==> src/sv/ttsd_pkg.sv <==
// Shared constants and types for the touch tap and swipe detector.
package ttsd_pkg;

   localparam int PX_WIDTH   = 10;
   localparam int MS_WIDTH   = 16;
   localparam int TIME_WIDTH = 32;
   localparam int CSR_DATA_WIDTH = 32;
   localparam int CSR_ADDR_WIDTH = 5;
   localparam int CSR_INDEX_WIDTH = 3;

   typedef logic [1:0] gesture_type;
   typedef logic [CSR_INDEX_WIDTH-1:0] csr_index_type;

   localparam gesture_type GESTURE_TAP  = 2'd0;
   localparam gesture_type GESTURE_NEXT = 2'd1;
   localparam gesture_type GESTURE_PREV = 2'd2;

   localparam csr_index_type REG_TAP_MAX_PX   = 3'd0;
   localparam csr_index_type REG_TAP_MAX_MS   = 3'd1;
   localparam csr_index_type REG_SLIDE_MIN_PX = 3'd2;
   localparam csr_index_type REG_TAP_GAP_MS   = 3'd3;
   localparam csr_index_type REG_SLIDE_GAP_MS = 3'd4;

   localparam logic [PX_WIDTH-1:0] TAP_MAX_PX_RESET   = 10'd20;
   localparam logic [MS_WIDTH-1:0] TAP_MAX_MS_RESET   = 16'd300;
   localparam logic [PX_WIDTH-1:0] SLIDE_MIN_PX_RESET = 10'd40;
   localparam logic [MS_WIDTH-1:0] TAP_GAP_MS_RESET   = 16'd120;
   localparam logic [MS_WIDTH-1:0] SLIDE_GAP_MS_RESET = 16'd250;

endpackage

==> src/sv/touch_tap_swipe_detector.sv <==
// Tap and swipe gesture detector over a stream of touch polls.
//
//   channel   direction   tdata fields (low bit up)     tuser
//   req       in          pos_x, pos_y, now_ms          touched
//   rsp       out         gesture                       -
//
//   csr       in/out      APB registers 0..4 at 4*i     -
//
// A poll is decided once its request is taken into the input register, and its result
// is registered as the decision advances; one poll is taken per cycle while no pending result stalls a producing poll.
// The throughput is set by the single decision stage that reads and updates the
// gesture state in the same cycle.
// Reset is synchronous and restores the register defaults and the idle phase.
// A stalled result only holds back polls that would produce another result.
module touch_tap_swipe_detector #(
   parameter int COORD_WIDTH = 10
) (
   input  logic clock,
   input  logic reset,
   input  logic req_tvalid,
   output logic req_tready,
   // tdata: pos_x, pos_y, now_ms, zero padding
   input  logic [((2*COORD_WIDTH+ttsd_pkg::TIME_WIDTH+7)/8)*8-1:0] req_tdata,
   // tuser: touched
   input  logic [0:0] req_tuser,
   output logic rsp_tvalid,
   input  logic rsp_tready,
   // tdata: gesture, zero padding
   output logic [7:0] rsp_tdata,
   input  logic csr_psel,
   input  logic csr_penable,
   input  logic csr_pwrite,
   input  logic [ttsd_pkg::CSR_ADDR_WIDTH-1:0] csr_paddr,
   input  logic [ttsd_pkg::CSR_DATA_WIDTH-1:0] csr_pwdata,
   output logic [ttsd_pkg::CSR_DATA_WIDTH-1:0] csr_prdata,
   output logic csr_pready
);
   import ttsd_pkg::*;

   localparam int CW = COORD_WIDTH;
   localparam int DW = (CW > PX_WIDTH) ? CW : PX_WIDTH;

   logic [PX_WIDTH-1:0] tap_max_px_ff;
   logic [MS_WIDTH-1:0] tap_max_ms_ff;
   logic [PX_WIDTH-1:0] slide_min_px_ff;
   logic [MS_WIDTH-1:0] tap_gap_ms_ff;
   logic [MS_WIDTH-1:0] slide_gap_ms_ff;

   logic                  s1_valid_ff;
   logic                  s1_touched_ff;
   logic [CW-1:0]         s1_x_ff;
   logic [CW-1:0]         s1_y_ff;
   logic [TIME_WIDTH-1:0] s1_now_ff;

   logic                  pressed_ff, pressed_in;
   logic                  moved_ff, moved_in;
   logic [CW-1:0]         origin_x_ff, origin_x_in;
   logic [CW-1:0]         origin_y_ff, origin_y_in;
   logic [TIME_WIDTH-1:0] press_time_ff, press_time_in;
   logic [TIME_WIDTH-1:0] last_event_ff, last_event_in;

   logic        rsp_valid_ff;
   gesture_type rsp_gesture_ff;

   logic                  csr_write;
   csr_index_type         csr_index;
   logic [CW-1:0]         adx, ady;
   logic [TIME_WIDTH-1:0] dur, gap;
   logic                  press_start, holding, releasing;
   logic                  exceed, moved_now, slide_dist, negative;
   logic                  ev_tap, ev_slide, produce, advance;
   gesture_type           ev_gesture;

   assign csr_pready = 1'b1;
   assign csr_write  = csr_psel && csr_penable && csr_pwrite && csr_pready;
   assign csr_index  = csr_paddr[CSR_ADDR_WIDTH-1:2];

   always_comb begin
      unique case (csr_index)
         REG_TAP_MAX_PX:   csr_prdata = CSR_DATA_WIDTH'(tap_max_px_ff);
         REG_TAP_MAX_MS:   csr_prdata = CSR_DATA_WIDTH'(tap_max_ms_ff);
         REG_SLIDE_MIN_PX: csr_prdata = CSR_DATA_WIDTH'(slide_min_px_ff);
         REG_TAP_GAP_MS:   csr_prdata = CSR_DATA_WIDTH'(tap_gap_ms_ff);
         REG_SLIDE_GAP_MS: csr_prdata = CSR_DATA_WIDTH'(slide_gap_ms_ff);
         default:          csr_prdata = '0;
      endcase
   end

   always_ff @(posedge clock) begin
      if (reset) begin
         tap_max_px_ff   <= TAP_MAX_PX_RESET;
         tap_max_ms_ff   <= TAP_MAX_MS_RESET;
         slide_min_px_ff <= SLIDE_MIN_PX_RESET;
         tap_gap_ms_ff   <= TAP_GAP_MS_RESET;
         slide_gap_ms_ff <= SLIDE_GAP_MS_RESET;
      end else if (csr_write) begin
         unique case (csr_index)
            REG_TAP_MAX_PX:   tap_max_px_ff   <= csr_pwdata[PX_WIDTH-1:0];
            REG_TAP_MAX_MS:   tap_max_ms_ff   <= csr_pwdata[MS_WIDTH-1:0];
            REG_SLIDE_MIN_PX: slide_min_px_ff <= csr_pwdata[PX_WIDTH-1:0];
            REG_TAP_GAP_MS:   tap_gap_ms_ff   <= csr_pwdata[MS_WIDTH-1:0];
            REG_SLIDE_GAP_MS: slide_gap_ms_ff <= csr_pwdata[MS_WIDTH-1:0];
            default: ;
         endcase
      end
   end

   assign adx = (s1_x_ff >= origin_x_ff) ? s1_x_ff - origin_x_ff : origin_x_ff - s1_x_ff;
   assign ady = (s1_y_ff >= origin_y_ff) ? s1_y_ff - origin_y_ff : origin_y_ff - s1_y_ff;
   assign dur = s1_now_ff - press_time_ff;
   assign gap = s1_now_ff - last_event_ff;

   assign press_start = s1_touched_ff && !pressed_ff;
   assign holding     = s1_touched_ff && pressed_ff;
   assign releasing   = !s1_touched_ff && pressed_ff;

   assign exceed     = (DW'(adx) > DW'(tap_max_px_ff)) || (DW'(ady) > DW'(tap_max_px_ff));
   assign moved_now  = holding && (moved_ff || exceed);
   assign slide_dist = (DW'(adx) >= DW'(slide_min_px_ff))
                    || (DW'(ady) >= DW'(slide_min_px_ff));
   assign ev_slide   = moved_now && slide_dist && (gap > TIME_WIDTH'(slide_gap_ms_ff));
   assign ev_tap     = releasing && !moved_ff && (dur <= TIME_WIDTH'(tap_max_ms_ff))
                    && (gap > TIME_WIDTH'(tap_gap_ms_ff));
   assign negative   = (ady >= adx) ? (s1_y_ff < origin_y_ff) : (s1_x_ff < origin_x_ff);
   assign ev_gesture = ev_tap ? GESTURE_TAP : (negative ? GESTURE_NEXT : GESTURE_PREV);

   assign produce    = ev_tap || ev_slide;
   assign advance    = s1_valid_ff && (!produce || !rsp_valid_ff || rsp_tready);
   assign req_tready = !s1_valid_ff || advance;

   always_comb begin
      pressed_in    = pressed_ff;
      moved_in      = moved_ff;
      origin_x_in   = origin_x_ff;
      origin_y_in   = origin_y_ff;
      press_time_in = press_time_ff;
      last_event_in = last_event_ff;
      if (press_start) begin
         pressed_in    = 1'b1;
         moved_in      = 1'b0;
         origin_x_in   = s1_x_ff;
         origin_y_in   = s1_y_ff;
         press_time_in = s1_now_ff;
      end else if (holding) begin
         moved_in = moved_now && !ev_slide;
         if (ev_slide) begin
            origin_x_in   = s1_x_ff;
            origin_y_in   = s1_y_ff;
            last_event_in = s1_now_ff;
         end
      end else if (releasing) begin
         pressed_in = 1'b0;
         if (ev_tap) begin
            last_event_in = s1_now_ff;
         end
      end
   end

   always_ff @(posedge clock) begin
      if (reset) begin
         s1_valid_ff   <= 1'b0;
         rsp_valid_ff  <= 1'b0;
         pressed_ff    <= 1'b0;
         moved_ff      <= 1'b0;
         origin_x_ff   <= '0;
         origin_y_ff   <= '0;
         press_time_ff <= '0;
         last_event_ff <= '0;
      end else begin
         if (req_tready) begin
            s1_valid_ff <= req_tvalid;
         end
         if (advance) begin
            pressed_ff    <= pressed_in;
            moved_ff      <= moved_in;
            origin_x_ff   <= origin_x_in;
            origin_y_ff   <= origin_y_in;
            press_time_ff <= press_time_in;
            last_event_ff <= last_event_in;
         end
         if (advance && produce) begin
            rsp_valid_ff <= 1'b1;
         end else if (rsp_tready) begin
            rsp_valid_ff <= 1'b0;
         end
      end
   end

   always_ff @(posedge clock) begin
      if (req_tready && req_tvalid) begin
         s1_touched_ff <= req_tuser[0];
         s1_x_ff       <= req_tdata[CW-1:0];
         s1_y_ff       <= req_tdata[2*CW-1:CW];
         s1_now_ff     <= req_tdata[2*CW+TIME_WIDTH-1:2*CW];
      end
      if (advance && produce) begin
         rsp_gesture_ff <= ev_gesture;
      end
   end

   assign rsp_tvalid = rsp_valid_ff;
   assign rsp_tdata  = {6'b0, rsp_gesture_ff};

   a_gesture_code: assert property (@(posedge clock) disable iff (reset)
      rsp_valid_ff |-> (rsp_gesture_ff != 2'd3))
      else $error("Result holds an undefined gesture code.");

   a_no_overwrite: assert property (@(posedge clock) disable iff (reset)
      (rsp_valid_ff && !rsp_tready && s1_valid_ff && produce) |-> !advance)
      else $error("Pending result would be overwritten.");

   a_tap_ends_press: assert property (@(posedge clock) disable iff (reset)
      (advance && ev_tap) |=> !pressed_ff)
      else $error("Press phase still active after a tap.");

   a_slide_rearms: assert property (@(posedge clock) disable iff (reset)
      (advance && ev_slide) |=> (pressed_ff && !moved_ff))
      else $error("Slide did not restart the press.");

   a_event_time: assert property (@(posedge clock) disable iff (reset)
      (advance && produce) |=> (last_event_ff == $past(s1_now_ff)))
      else $error("Last event time not updated on an event.");

endmodule

==> config.mk <==
export PLATFORM = sky130hd
export DESIGN_NAME = touch_tap_swipe_detector
export DESIGN_NICKNAME = d
export VERILOG_FILES = /design/src/sv/ttsd_pkg.sv /design/src/sv/touch_tap_swipe_detector.sv
export SDC_FILE = /design/constraint.sdc
export NUM_CORES = 1
export LEC_CHECK = 0
export ABC_AREA = 1
export BUFFER_PORTS_ARGS = -buffer_cell sky130_fd_sc_hd__buf_4
export CAP_MARGIN = 10
export CELL_PAD_IN_SITES_DETAIL_PLACEMENT = 1
export CELL_PAD_IN_SITES_GLOBAL_PLACEMENT = 1
export CORE_ASPECT_RATIO = 1.5
export CORE_MARGIN = 5
export CORE_UTILIZATION = 29
export DETAILED_ROUTE_END_ITERATION = 8
export PLACE_DENSITY = 0.7
export SLEW_MARGIN = 10
export SYNTH_ARGS = -nofsm -noshare
export SYNTH_HDL_FRONTEND = slang
export SYNTH_SLANG_ARGS = --single-unit
==> constraint.sdc <==
create_clock -name clock -period 6.75 [get_ports clock]
set_clock_uncertainty 0.05 [all_clocks]
set_input_delay 0.675 -clock clock [delete_from_list [all_inputs] [get_ports clock]]
set_output_delay 0.675 -clock clock [all_outputs]
set_load 0.02 [all_outputs]
==> results by group, run 1 <==
Synth
  • Number of enable flip-flop cells after synthesis: 55
  • Biggest area consumer among synthesized cells: sky130_fd_sc_hd__dfxtp_1
  • Post-synthesis async set-or-reset flop share: 0
  • Post-Synthesis Cell Area: 0.0172 mm²
  • Post-synthesis average cell area: 6.51 µm²
  • Main area contributors after synthesis: sky130_fd_sc_hd__dfxtp_1 (18%), sky130_fd_sc_hd__nand2_1 (17%), sky130_fd_sc_hd__ha_1 (15%)
  • Ys flop type: sky130_fd_sc_hd__dfxtp_1
  • Commonest cells in the synthesized netlist: sky130_fd_sc_hd__nand2_1 (785), sky130_fd_sc_hd__inv_1 (492), sky130_fd_sc_hd__nor2_1 (320)
  • Synthesis warning total: 0
  • FF+latch count, synth: 211
  • Post-synthesis cell type count: 52
  • Most frequent cell after synthesis: sky130_fd_sc_hd__nand2_1
  • Share of the synthesized area in the top cell type: 0.182
  • Cell count after synthesis: 2,637
  • Sequential cell area fraction in the yosys report: 0.278

Placed design
  • Cell Count Post-Placement: 3,473
  • Worst slack at placement: 603 ps
  • Half-perimeter wire length after detailed placement: 47,700 µm
  • Final weighted congestion in routability-driven placement: 0.882
  • Placed cell areas: 0.0186 mm²
  • Port-buffer cells: 98

Detailed routing
  • DRT antenna net count: 0
  • Total Routed Length: 57,500 µm
  • Routed via count divided by cell count: 4.71
  • Initial DRT Pass Iterations: 4
  • Total DRC errors in the routed layout: 0
  • Average routed wire per standard cell: 16.3 µm
  • DR iter-0 viols: 503
  • Total via count in the routed design: 16,600

Floorplanning
  • Number of primary I/O pins: 144
  • DIE AREA: 0.0643 mm²
  • Y dimension of the die: 308 µm
  • Site Rows: 109
  • Starting Density: 0.292
  • Die W: 209 µm
  • Core area: 0.0588 mm²

Clock network
  • Worst-case clock buffer depth: 3
  • Number of clock sinks: 211
  • TritonCTS clock tree: built
  • Number of buffers created by CTS: 26
  • CTS clock-pin slew for the worst setup and hold paths: 60 ps
  • H-tree levels: 1
  • Skew-Pair Late Insertion Delay: 580 ps
  • CTS root buf: sky130_fd_sc_hd__clkbuf_16
  • Hold-fix buffers at CTS: 0

Power
  • Internal power of the cells: 2.70 mW
  • Post-route total power: 4.31 mW
  • Largest vdd supply drop: 0.207 mV
  • Pwr Density: 221 mW/mm²
  • Logic gate share of total power: 0.341
  • Leak pwr: 10.1 nW
  • Switching Power: 1.61 mW
  • Clock network fraction of total power: 0.332
  • Switching part of the total: 0.373
  • Part of the total power dissipated in sequential elements: 0.327

Worst setup path
  • Critical path startpoint category: flop
  • Crit path required time: 6020 ps
  • Data arrival time of the worst path: 5520 ps
  • Largest stage delay, worst path: 410 ps
  • Top cell by count, worst path: sky130_fd_sc_hd__nand2_1
  • Largest fanout on the critical path: 14
  • Kind of critical path: flop to output port
  • Master of the slowest instance on the critical path: sky130_fd_sc_hd__edfxtp_1
  • Worst reg2reg path depth: 28
  • Capturing element type of the critical path: output port

Hold path
  • Type of the most critical hold path: primary input to flop
  • Cell depth of the worst hold path: 1

Final layout
  • Post-route cell area: 0.0195 mm²
  • Layout Area Growth over Synthesis: 13.6%
  • Total Nets Final: 3,034
  • Post-route non-filler standard cell count: 3,523
  • Number of filler cells placed in the layout: 7,502
  • Core utilization of the finished layout: 0.332
  • Final antenna diode count: 0
  • Fraction of layout cells with a size suffix above 1: 0.0688

Global routing
  • Total gr overflow: 0
  • Maximum number of pins on one net before global-route repair: 98
  • Global routing usage summed across all routing layers: 0.174
  • Vias in the first global route: 17,800
  • First-pass GRT wire length: 91,300 µm
  • Antenna violations before repair: 0

Flow run
  • Number of maximum-capacitance violations: 0

STA
  • Share of the clock period used by the worst path: 0.925
  • Final TNS setup: 0 ps
  • Final hold viol count: 0
  • Remaining max-slew budget at the tightest pin: 0.327
  • FMAX: 160 MHz
  • Final worst hold slack: 230 ps
  • Transition time at the pin with the least slew margin: 1010 ps
  • Slew Viols, Final: 0
  • Final Setup Violations: 0
  • Final worst-path setup slack: 505 ps
  • Period minus WS final: 6250 ps

Status
  • Run status: finished, final reports clean
power by group through the flow:
stage	sequential, mW	combinational [mW]	clock, mW
after CTS	1.41	1.49	1.49
after detailed placement	1.44	1.48	0
final	1.41	1.47	1.43
after global placement	1.44	1.41	0
after global routing	1.41	1.68	1.53
after floorplan	1.41	1.03	0
placed cells by master, fill, tap and decap left out, drive strengths merged, types with 6 or more instances in the layout:
| cell type | count |
|---|---|
| nor3 | 13 |
| nand2 | 789 |
| o21a | 6 |
| nand3b | 10 |
| inv | 498 |
| xor2 | 40 |
| ha | 201 |
| xnor2 | 6 |
| o221ai | 7 |
| clkbuf | 38 |
| a21o | 6 |
| edfxtp | 55 |
| nand4 | 24 |
| fa | 6 |
| nor2 | 327 |
| a21oi | 161 |
| buf | 108 |
| o211ai | 17 |
| conb | 23 |
| o22ai | 6 |
| clkinv | 10 |
| o21bai | 6 |
| dfxtp | 156 |
| o21ai | 106 |
| a221oi | 13 |
| nand3 | 84 |
worst paths after layout:
kind	start	end	slack [ps]
min	req_tdata[4]	s1_x_ff[4]	230
max	s1_y_ff[0]	req_tready	500
min reg2reg	tap_gap_ms_ff[13]	tap_gap_ms_ff[13]	430
max reg2reg	s1_y_ff[0]	s1_now_ff[12]	940
what timing repair did:
item | 4_1_cts | 5_1_grt
setup buffers | 0 | 2
gates resized for setup | 0 | 5
endpoints found under the setup margin | 0 | 1
layer usage:
layer | track usage | wire, µm | up-vias
li1 | - | - | 8390
met1 | 0.184 | 22600 | 7881
met2 | 0.351 | 31200 | 217
met3 | 0.0162 | 1460 | 96
met4 | 0.0633 | 2170 | 0
met5 | 0 | 0 | -
cell families (layout without fill, tap and decap cells):
group,Yosys count,in the layout,share of synthesized area
compound gates,343,343,0.113
xor+xnor,46,46,0.0235
fa+ha+maj,207,207,0.154
buf+inv,567,655,0.134
flops,211,211,0.278
mux,5,5,0.00313
other cells,2,23,0.000438
simple gates,1256,1256,0.294
flip-flops by register name, summed over array words and instances (netlist names), 16 cells and up:
| register | cells |
|---|---|
| s1_now_ff | 32 |
| tap_max_ms_ff | 16 |
| last_event_ff | 32 |
| tap_gap_ms_ff | 16 |
| slide_gap_ms_ff | 16 |
| press_time_ff | 32 |
area by class of cell:
type | count | area [µm²] | area share
Timing Repair Buffer | 108 | 823 | 0.0422
Multi-Input combinational cell | 1880 | 10200 | 0.522
Sequential cell | 211 | 4770 | 0.245
Tap cell | 777 | 972 | 0.0498
Clock buffer | 38 | 798 | 0.0409
Clock inverter | 10 | 78.8 | 0.00404
Inverter | 499 | 1880 | 0.0962
worst max-delay path, delay by kind of cell, from the launching register on:
family,cells,cell delay (ps)
fa+ha+maj,3,880
flops,1,410
buf+inv,6,670
simple gates,13,1340
compound gates,11,1670
Power figures use the tool's default switching activity.
==> run 2, diff against run 1 <==
--- a/config.mk
+++ b/config.mk
@@ -5,7 +5,6 @@
 export SDC_FILE = /design/constraint.sdc
 export NUM_CORES = 1
 export LEC_CHECK = 0
-export ABC_AREA = 1
 export BUFFER_PORTS_ARGS = -buffer_cell sky130_fd_sc_hd__buf_4
 export CAP_MARGIN = 10
 export CELL_PAD_IN_SITES_DETAIL_PLACEMENT = 1
@@ -14,7 +13,8 @@
 export CORE_MARGIN = 5
 export CORE_UTILIZATION = 29
 export DETAILED_ROUTE_END_ITERATION = 8
-export PLACE_DENSITY = 0.7
+export MAX_ROUTING_LAYER = met4
+export PLACE_DENSITY = 0.68
 export SLEW_MARGIN = 10
 export SYNTH_ARGS = -nofsm -noshare
 export SYNTH_HDL_FRONTEND = slang
==> run 2 against run 1 <==
Largest power group is now the clock network. Via count is 15% lower. Non-clock buffer count grew 24. Critical endpoint unchanged. Clock-buffer cell count is 5 lower. Total power fell by 12%. Die area shrank 6.1%. Sequential share of layout area up 1.2 points. Flip-flop and latch count is the same. Area after synthesis shrank 6.4%. Global-route usage down 0.16 points. Critical path type unchanged. Clock power about the same. Maximum frequency decreased by 4.7%.
==> results by group, run 2 <==
Synth
  • Post-synthesis compound-gate area fraction: 0.186 (+0.0737)
  • Combinational family with the most area after synthesis: compound AO/OA/AOI/OAI gates
  • Main area contributors after synthesis: sky130_fd_sc_hd__dfxtp_1 (19%), sky130_fd_sc_hd__ha_1 (16%), sky130_fd_sc_hd__edfxtp_1 (10%)
  • FF+latch count, synth: 211 (unchanged)
  • Sequential cell area fraction in the yosys report: 0.297 (+0.0190)
  • Share of the synthesized area in the top cell type: 0.194 (+0.0124)
  • Synthesis warning total: 0 (unchanged)
  • Cell count after synthesis: 1,943 (-26%)
  • Area share of fa/ha/maj cells after synthesis: 0.164 (+0.0105)
  • Commonest cells in the synthesized netlist: sky130_fd_sc_hd__nand2_1 (278), sky130_fd_sc_hd__ha_1 (201), sky130_fd_sc_hd__inv_1 (200)
  • Multiplexer area fraction after synthesis: 0.0721 (+0.0690)
  • Ys flop type: sky130_fd_sc_hd__dfxtp_1
  • Post-synthesis average cell area: 8.27 µm² (+27%)
  • Number of enable flip-flop cells after synthesis: 55 (unchanged)
  • Simple-gate share of the synthesized area: 0.166 (-0.128)
  • Post-synthesis cell type count: 85 (+63%)
  • Post-Synthesis Cell Area: 0.0161 mm² (-6.4%)
  • Post-synthesis async set-or-reset flop share: 0 (unchanged)
  • Most frequent cell after synthesis: sky130_fd_sc_hd__nand2_1
  • Biggest area consumer among synthesized cells: sky130_fd_sc_hd__dfxtp_1
  • Fraction of synthesized cell area in xor and xnor cells: 0.0305 (+0.00705)

Flow run
  • Number of maximum-capacitance violations: 0 (unchanged)

Power
  • Largest vdd supply drop: 0.151 mV (-27%)
  • Clock network fraction of total power: 0.379 (+0.047)
  • Logic gate share of total power: 0.260 (-0.081)
  • Leak pwr: 7.52 nW (-25%)
  • Switching Power: 1.20 mW (-25%)
  • Internal power of the cells: 2.59 mW (-4.0%)
  • Switching part of the total: 0.316 (-0.0568)
  • Part of the total power dissipated in sequential elements: 0.361 (+0.034)
  • Pwr Density: 204 mW/mm² (-7.8%)

Final layout
  • Top Registers: last_event_ff (32), press_time_ff (32), s1_now_ff (32)
  • Number of filler cells placed in the layout: 6,455 (-14%)
  • Final antenna diode count: 0 (unchanged)
  • Most frequent standard cell in the layout excluding fill and tap cells: sky130_fd_sc_hd__nand2_1
  • Layout Area Growth over Synthesis: 15.8%
  • Fraction of layout cells with a size suffix above 1: 0.127 (+0.0581)
  • Commonest cells after routing, fill and taps aside: sky130_fd_sc_hd__nand2_1 (278), sky130_fd_sc_hd__inv_1 (198), sky130_fd_sc_hd__ha_1 (198), sky130_fd_sc_hd__a21oi_1 (156), sky130_fd_sc_hd__dfxtp_1 (156)
  • Total Nets Final: 2,329 (-23%)

Worst setup path
  • Largest fanout on the critical path: 7 (-7)
  • Kind of critical path: flop to output port
  • Crit path required time: 6020 ps (about the same)
  • Master of the slowest instance on the critical path: sky130_fd_sc_hd__edfxtp_1
  • Sequence of cells on the critical path: ha_1 > a21oi_1 > inv_1 > a311oi_1 > o21ai_2 > buf_4 > xor2_1 > ha_1 > nand4_1 > nor2_1 > a2111oi_2 > or3b_4 > o31ai_1 > buf_4 > o211ai_1 > nor4_1 > nand4_1 > a211oi_2 > o21ai_2 > or2_4 > buf_6
  • Data arrival time of the worst path: 5820 ps (+300 ps)
  • Critical path buffers and inverters: 4 (-2)
  • Capturing element type of the critical path: output port
  • Critical path startpoint category: flop
  • Gate family responsible for the most delay along the worst path: compound AO/OA/AOI/OAI gates
  • Largest stage delay, worst path: 450 ps (+40 ps)

STA
  • FMAX: 153 MHz (-4.7%)
  • Final hold viol count: 0 (unchanged)
  • Final worst-path setup slack: 200 ps (-305 ps)
  • Slew Viols, Final: 0 (unchanged)
  • Remaining max-slew budget at the tightest pin: 0.266 (-0.0613)
  • Final Setup Violations: 0 (unchanged)
  • Final TNS setup: 0 ps (unchanged)
  • Period minus WS final: 6550 ps (+305 ps)
  • Share of the clock period used by the worst path: 0.970 (+0.0451)
  • Transition time at the pin with the least slew margin: 1100 ps (+92.0 ps)

Clock network
  • CTS clock-pin slew for the worst setup and hold paths: 60 ps (about the same)
  • Number of clock sinks: 211 (unchanged)
  • TritonCTS clock tree: built
  • CTS root buf: sky130_fd_sc_hd__clkbuf_16
  • H-tree levels: 1 (unchanged)
  • Worst-case clock buffer depth: 3 (unchanged)
  • Number of buffers created by CTS: 26 (unchanged)
  • Skew-Pair Late Insertion Delay: 550 ps (-30 ps)
  • Hold-fix buffers at CTS: 0 (unchanged)

Floorplanning
  • Die W: 202 µm (-3.1%)
  • Core area: 0.0548 mm² (-6.8%)
  • Y dimension of the die: 298 µm (-3.1%)
  • Starting Density: 0.293 (+0.00127)
  • DIE AREA: 0.0603 mm² (-6.1%)
  • Site Rows: 105 (-3.7%)
  • Number of primary I/O pins: 144 (unchanged)

Global routing
  • Antenna violations before repair: 0 (unchanged)
  • Global routing usage summed across all routing layers: 0.172 (-0.00162)
  • First-pass GRT wire length: 81,600 µm (-11%)
  • Vias in the first global route: 15,100 (-15%)
  • Maximum number of pins on one net before global-route repair: 93 (-5.1%)
  • Total gr overflow: 0 (unchanged)

Placed design
  • Final weighted congestion in routability-driven placement: 0.881 (-0.22%)
  • Port-buffer cells: 98 (unchanged)
  • Worst slack at placement: 109 ps (-495 ps)
  • Half-perimeter wire length after detailed placement: 41,800 µm (-12%)

Detailed routing
  • Initial DRT Pass Iterations: 5 (+1)
  • Total Routed Length: 52,300 µm (-9.0%)
  • Average routed wire per standard cell: 19.1 µm (+17%)
  • Total via count in the routed design: 14,100 (-15%)
  • Routed via count divided by cell count: 5.16 (+9.7%)
  • DRT antenna net count: 0 (unchanged)
  • Total DRC errors in the routed layout: 0 (unchanged)
  • DR iter-0 viols: 524 (+4.2%)

Hold path
  • Type of the most critical hold path: primary input to flop

Status
  • Run status: finished, final reports clean
-- run 2: cell types whose count changed after synthesis, moves of 26 or more --
cell	previous run	this run
sky130_fd_sc_hd__nand2_1	785	278
sky130_fd_sc_hd__clkbuf_1	21	63
sky130_fd_sc_hd__nor2_1	320	84
sky130_fd_sc_hd__mux2i_1	2	100
sky130_fd_sc_hd__inv_1	492	200
sky130_fd_sc_hd__a21o_1	6	50
sky130_fd_sc_hd__nand3_1	78	52
sky130_fd_sc_hd__xnor2_1	6	35
-- run 2: per-stage QoR --
stage / utilization / std cells / power (mW) / hold WS, ps / cell area, µm²
6_report: 0.340 / 2736 / 3.79 / 247 / 18600
3_5_place_dp: 0.318 / 2673 / 2.34 / 401 / 17400
4_1_cts: 0.335 / 2727 / 3.82 / 218 / 18400
2_1_floorplan: - / 1964 / 2.05 / 385 / 16100
5_1_grt: 0.340 / 2736 / 4.01 / 223 / 18600
3_3_place_gp: 0.318 / 2673 / 2.30 / 393 / 17400
-- run 2: cell families (layout without fill, tap and decap cells) --
logic type | after synthesis | in the layout
other cells | 2 | 23
flops | 211 | 211
mux | 114 | 114
simple gates | 577 | 577
xor+xnor | 56 | 56
buf+inv | 303 | 380
fa+ha+maj | 207 | 207
compound gates | 473 | 473
-- run 2: worst reg2reg max path: cells and delay by family (launching register included) --
kind            cells  cell delay, ps
compound gates     17            3070
xor+xnor            1             240
fa+ha+maj           3             830
buf+inv             4             500
flops               1             410
mux                 2             510
simple gates        2             370
-- run 2: what timing repair did --
action / CTS / global route
resized for setup: 16 / 37
pin swaps: 5 / 25
endpoints found under the setup margin: 1 / 66
buffers inserted: 6 / 9
-- run 2: final timing paths --
kind | depth (start not counted) | start | slack, ps | endpoint
setup reg to reg | 29 | s1_x_ff[0] | 710 | press_time_ff[25]
hold reg to reg | 2 | press_time_ff[20] | 410 | press_time_ff[20]
hold / removal | 1 | req_tdata[22] | 250 | s1_now_ff[2]
setup / recovery | 21 | s1_now_ff[6] | 200 | req_tready
-- run 2: layer usage --
layer,track usage,share of wire,vias up
met1,0.173,0.38,6890
met4,0.0547,0.034,0
met3,0.0161,0.025,96
li1,-,-,6926
met2,0.344,0.56,212
met5,-,0,-
-- run 2: cell type report --
| cell class | count | area [µm²] | area share |
|---|---|---|---|
| repair buffers | 132 | 1060 | 0.0570 |
| inverters | 200 | 753 | 0.0405 |
| clock buffers | 33 | 739 | 0.0397 |
| well taps | 695 | 870 | 0.0467 |
| flip-flops and latches | 211 | 4770 | 0.257 |
| multi-input cells | 1450 | 10300 | 0.552 |
| clock inverters | 15 | 133 | 0.00713 |
-- run 2: power by group through the flow --
stage	Combinational [mW]	Clock, mW	Sequential, mW
after detailed placement	0.946	0	1.40
after floorplan	0.669	0	1.38
after global routing	1.10	1.54	1.37
after CTS	0.960	1.49	1.37
final	0.984	1.44	1.37
after global placement	0.910	0	1.39
==> run 3, diff against run 2 <==
--- a/config.mk
+++ b/config.mk
@@ -5,6 +5,7 @@
 export SDC_FILE = /design/constraint.sdc
 export NUM_CORES = 1
 export LEC_CHECK = 0
+export ABC_AREA = 1
 export BUFFER_PORTS_ARGS = -buffer_cell sky130_fd_sc_hd__buf_4
 export CAP_MARGIN = 10
 export CELL_PAD_IN_SITES_DETAIL_PLACEMENT = 1
@@ -14,7 +15,7 @@
 export CORE_UTILIZATION = 29
 export DETAILED_ROUTE_END_ITERATION = 8
 export MAX_ROUTING_LAYER = met4
-export PLACE_DENSITY = 0.68
+export PLACE_DENSITY = 0.72
 export SLEW_MARGIN = 10
 export SYNTH_ARGS = -nofsm -noshare
 export SYNTH_HDL_FRONTEND = slang
==> constraint.sdc (replaced) <==
create_clock -name clock -period 5.96 [get_ports clock]
set_clock_uncertainty 0.05 [all_clocks]
set_input_delay 0.596 -clock clock [delete_from_list [all_inputs] [get_ports clock]]
set_output_delay 0.596 -clock clock [all_outputs]
set_load 0.02 [all_outputs]
==> run 3 against run 2 <==
Sequential share of layout area is 1.6 points lower. Setup slack better by 150 ps. Design area is 6.6% higher. Wire length is 13% higher. Largest power group is now combinational cells. Largest cell class unchanged.
==> results by group, run 3 (synthesized netlist as in run 1, its figures left out) <==
Power
  • Internal power of the cells: 3.17 mW (+22%)
  • Logic gate share of total power: 0.339 (+0.079)
  • Post-route total power: 4.99 mW (+32%)
  • Part of the total power dissipated in sequential elements: 0.322 (-0.039)
  • Switching part of the total: 0.365 (+0.0495)
  • Clock network fraction of total power: 0.339 (-0.040)
  • Largest vdd supply drop: 0.281 mV (+86%)
  • Pwr Density: 252 mW/mm² (+23%)
  • Leak pwr: 10.2 nW (+36%)
  • Switching Power: 1.82 mW (+52%)

Worst setup path
  • Worst reg2reg path depth: 36 (+24%)
  • Largest stage delay, worst path: 420 ps (-30 ps)
  • Gate family responsible for the most delay along the worst path: simple AND/OR/NAND/NOR gates
  • Crit path required time: 5310 ps (-710 ps)
  • Critical path buffers and inverters: 5 (+1)
  • Largest fanout on the critical path: 4 (-3)
  • FF-to-FF setup slack: 690 ps (-20 ps)
  • Critical path startpoint category: flop
  • Data arrival time of the worst path: 4960 ps (-860 ps)
  • Endpoint of the worst register-to-register path: press_time_ff[25]
  • Launch point of the worst reg-to-reg path: s1_x_ff[0]
  • Master of the slowest instance on the critical path: sky130_fd_sc_hd__edfxtp_1
  • Top cell by count, worst path: sky130_fd_sc_hd__nand2_1
  • Capturing element type of the critical path: output port
  • Kind of critical path: flop to output port

Detailed routing
  • Total Routed Length: 59,200 µm (+13%)
  • Initial DRT Pass Iterations: 5 (unchanged)
  • Total DRC errors in the routed layout: 0 (unchanged)
  • DRT antenna net count: 0 (unchanged)
  • Routed via count divided by cell count: 4.68 (-9.3%)
  • DR iter-0 viols: 547 (+4.4%)
  • Average routed wire per standard cell: 16.7 µm (-12%)
  • Total via count in the routed design: 16,600 (+17%)

STA
  • FMAX: 178 MHz
  • Final Setup Violations: 0 (unchanged)
  • Final TNS setup: 0 ps (unchanged)
  • Final worst-path setup slack: 350 ps (+150 ps)
  • Slew Viols, Final: 0 (unchanged)
  • Share of the clock period used by the worst path: 0.941
  • Remaining max-slew budget at the tightest pin: 0.304 (+0.0385)
  • Final worst hold slack: 162 ps (-85.3 ps)
  • Transition time at the pin with the least slew margin: 1040 ps (-57.8 ps)
  • Final hold viol count: 0 (unchanged)
  • Period minus WS final: 5610 ps

Floorplanning
  • Starting Density: 0.292 (-0.00127)
  • Number of primary I/O pins: 144 (unchanged)
  • Y dimension of the die: 308 µm (+3.2%)
  • Site Rows: 109 (+3.8%)
  • DIE AREA: 0.0643 mm² (+6.5%)
  • Die W: 209 µm (+3.2%)
  • Core area: 0.0588 mm² (+7.3%)

Hold path
  • Cell depth of the worst hold path: 1 (unchanged)
  • Startpoint of the most critical hold path: req_tdata[13]
  • Type of the most critical hold path: primary input to flop
  • Sink of the worst hold path: s1_y_ff[3]

Clock network
  • Skew-Pair Late Insertion Delay: 560 ps (about the same)
  • Hold-fix buffers at CTS: 0 (unchanged)
  • CTS clock-pin slew for the worst setup and hold paths: 60 ps (about the same)
  • CTS root buf: sky130_fd_sc_hd__clkbuf_16
  • TritonCTS clock tree: built
  • Number of clock sinks: 211 (unchanged)
  • H-tree levels: 1 (unchanged)
  • Worst-case clock buffer depth: 3 (unchanged)
  • Number of buffers created by CTS: 26 (unchanged)

Final layout
  • Most frequent standard cell in the layout excluding fill and tap cells: sky130_fd_sc_hd__nand2_1
  • Core utilization of the finished layout: 0.337 (-0.00229)
  • Total Nets Final: 3,049 (+31%)
  • Top Registers: last_event_ff (32), press_time_ff (32), s1_now_ff (32)
  • Commonest cells after routing, fill and taps aside: sky130_fd_sc_hd__nand2_1 (781), sky130_fd_sc_hd__inv_1 (487), sky130_fd_sc_hd__nor2_1 (319), sky130_fd_sc_hd__ha_1 (199), sky130_fd_sc_hd__a21oi_1 (158)
  • Layout Area Growth over Synthesis: 15.5%
  • Fraction of layout cells with a size suffix above 1: 0.0800 (-0.0469)

Global routing
  • Global routing usage summed across all routing layers: 0.184 (+0.0120)
  • Antenna violations before repair: 1 (+1)
  • Vias in the first global route: 17,000 (+13%)
  • Maximum number of pins on one net before global-route repair: 90 (-3.2%)
  • Total gr overflow: 0 (unchanged)
  • First-pass GRT wire length: 91,900 µm (+13%)

Placed design
  • Half-perimeter wire length after detailed placement: 49,000 µm (+17%)
  • Final weighted congestion in routability-driven placement: 0.939 (+6.7%)
  • Worst slack at placement: 293 ps (+184 ps)
  • Port-buffer cells: 98 (unchanged)

Flow run
  • Number of maximum-capacitance violations: 0 (unchanged)

Status
  • Run status: finished, final reports clean
-- run 3: cell types whose count changed in the layout (fill, tap and decap cells not counted), moves of 14 or more --
cell,delta
sky130_fd_sc_hd__a21o_1,-44
sky130_fd_sc_hd__inv_1,+289
sky130_fd_sc_hd__mux2i_1,-98
sky130_fd_sc_hd__nand2_1,+503
sky130_fd_sc_hd__nand2b_1,-14
sky130_fd_sc_hd__nand3_1,+24
sky130_fd_sc_hd__nor2_1,+237
sky130_fd_sc_hd__nor2b_1,-24
sky130_fd_sc_hd__o211ai_1,-14
sky130_fd_sc_hd__o21ai_0,+17
sky130_fd_sc_hd__xnor2_1,-30
sky130_fd_sc_hd__xor2_1,+22
-- run 3: layer usage --
layer / share of wire / wire [µm] / vias to the layer above / GRT usage
met5: 0 / 0 / - / -
met2: 0.54 / 32000 / 252 / 0.358
li1: - / - / 8427 / -
met1: 0.38 / 22500 / 7790 / 0.187
met4: 0.049 / 2890 / 0 / 0.0738
met3: 0.030 / 1760 / 101 / 0.0194
-- run 3: area by class of cell --
class,count,area [µm²]
antenna,1,2.50
clock buffer,35,747
clock inverter,13,151
fill,7557,39000
inverter,499,1880
multi-input combinational,1880,10300
sequential,211,4770
tap,777,972
timing repair buffer,123,995
-- run 3: repair_timing --
action	in CTS	in global routing
setup buffers	3	6
setup endpoints to repair	1	50
pin swaps	4	8
cloned	0	1
resized for setup	9	27
-- run 3: power groups by stage --
stage	Sequential, mW	Clock (mW)	Combinational (mW)
2_1_floorplan	1.60	0	1.16
3_3_place_gp	1.64	0	1.60
3_5_place_dp	1.64	0	1.65
4_1_cts	1.61	1.75	1.67
5_1_grt	1.61	1.82	1.93
6_report	1.61	1.69	1.69
-- run 3: metrics by stage --
stage	instances	cell area (µm²)
after floorplan	2658	17200
after global placement	3480	18700
after detailed placement	3480	18700
after CTS	3531	19700
after global routing	3539	19800
final	3539	19800
-- run 3: worst register-to-register path, delay by kind of cell, from the launching register on --
family	cells	cell delay (ps)
buffers and inverters	7	760
AND/OR/NAND/NOR	18	2110
flip-flops	1	420
adder cells (fa/ha/maj)	3	830
AO/OA/AOI/OAI	8	1010
-- run 3: how the worst max path moves through the flow --
| stage | startpoint | endpoint | slack, ps | depth (start not counted) |
|---|---|---|---|---|
| global placement | s1_x_ff[0] | req_tready | 340 | 26 |
| global route | s1_y_ff[0] | req_tready | -30 | 34 |
| finish | s1_x_ff[0] | req_tready | 350 | 30 |
| detailed placement | s1_x_ff[0] | req_tready | 290 | 26 |
| floorplan | s1_x_ff[0] | s1_now_ff[0] | 370 | 30 |
| CTS | s1_x_ff[0] | req_tready | 0.9 | 30 |
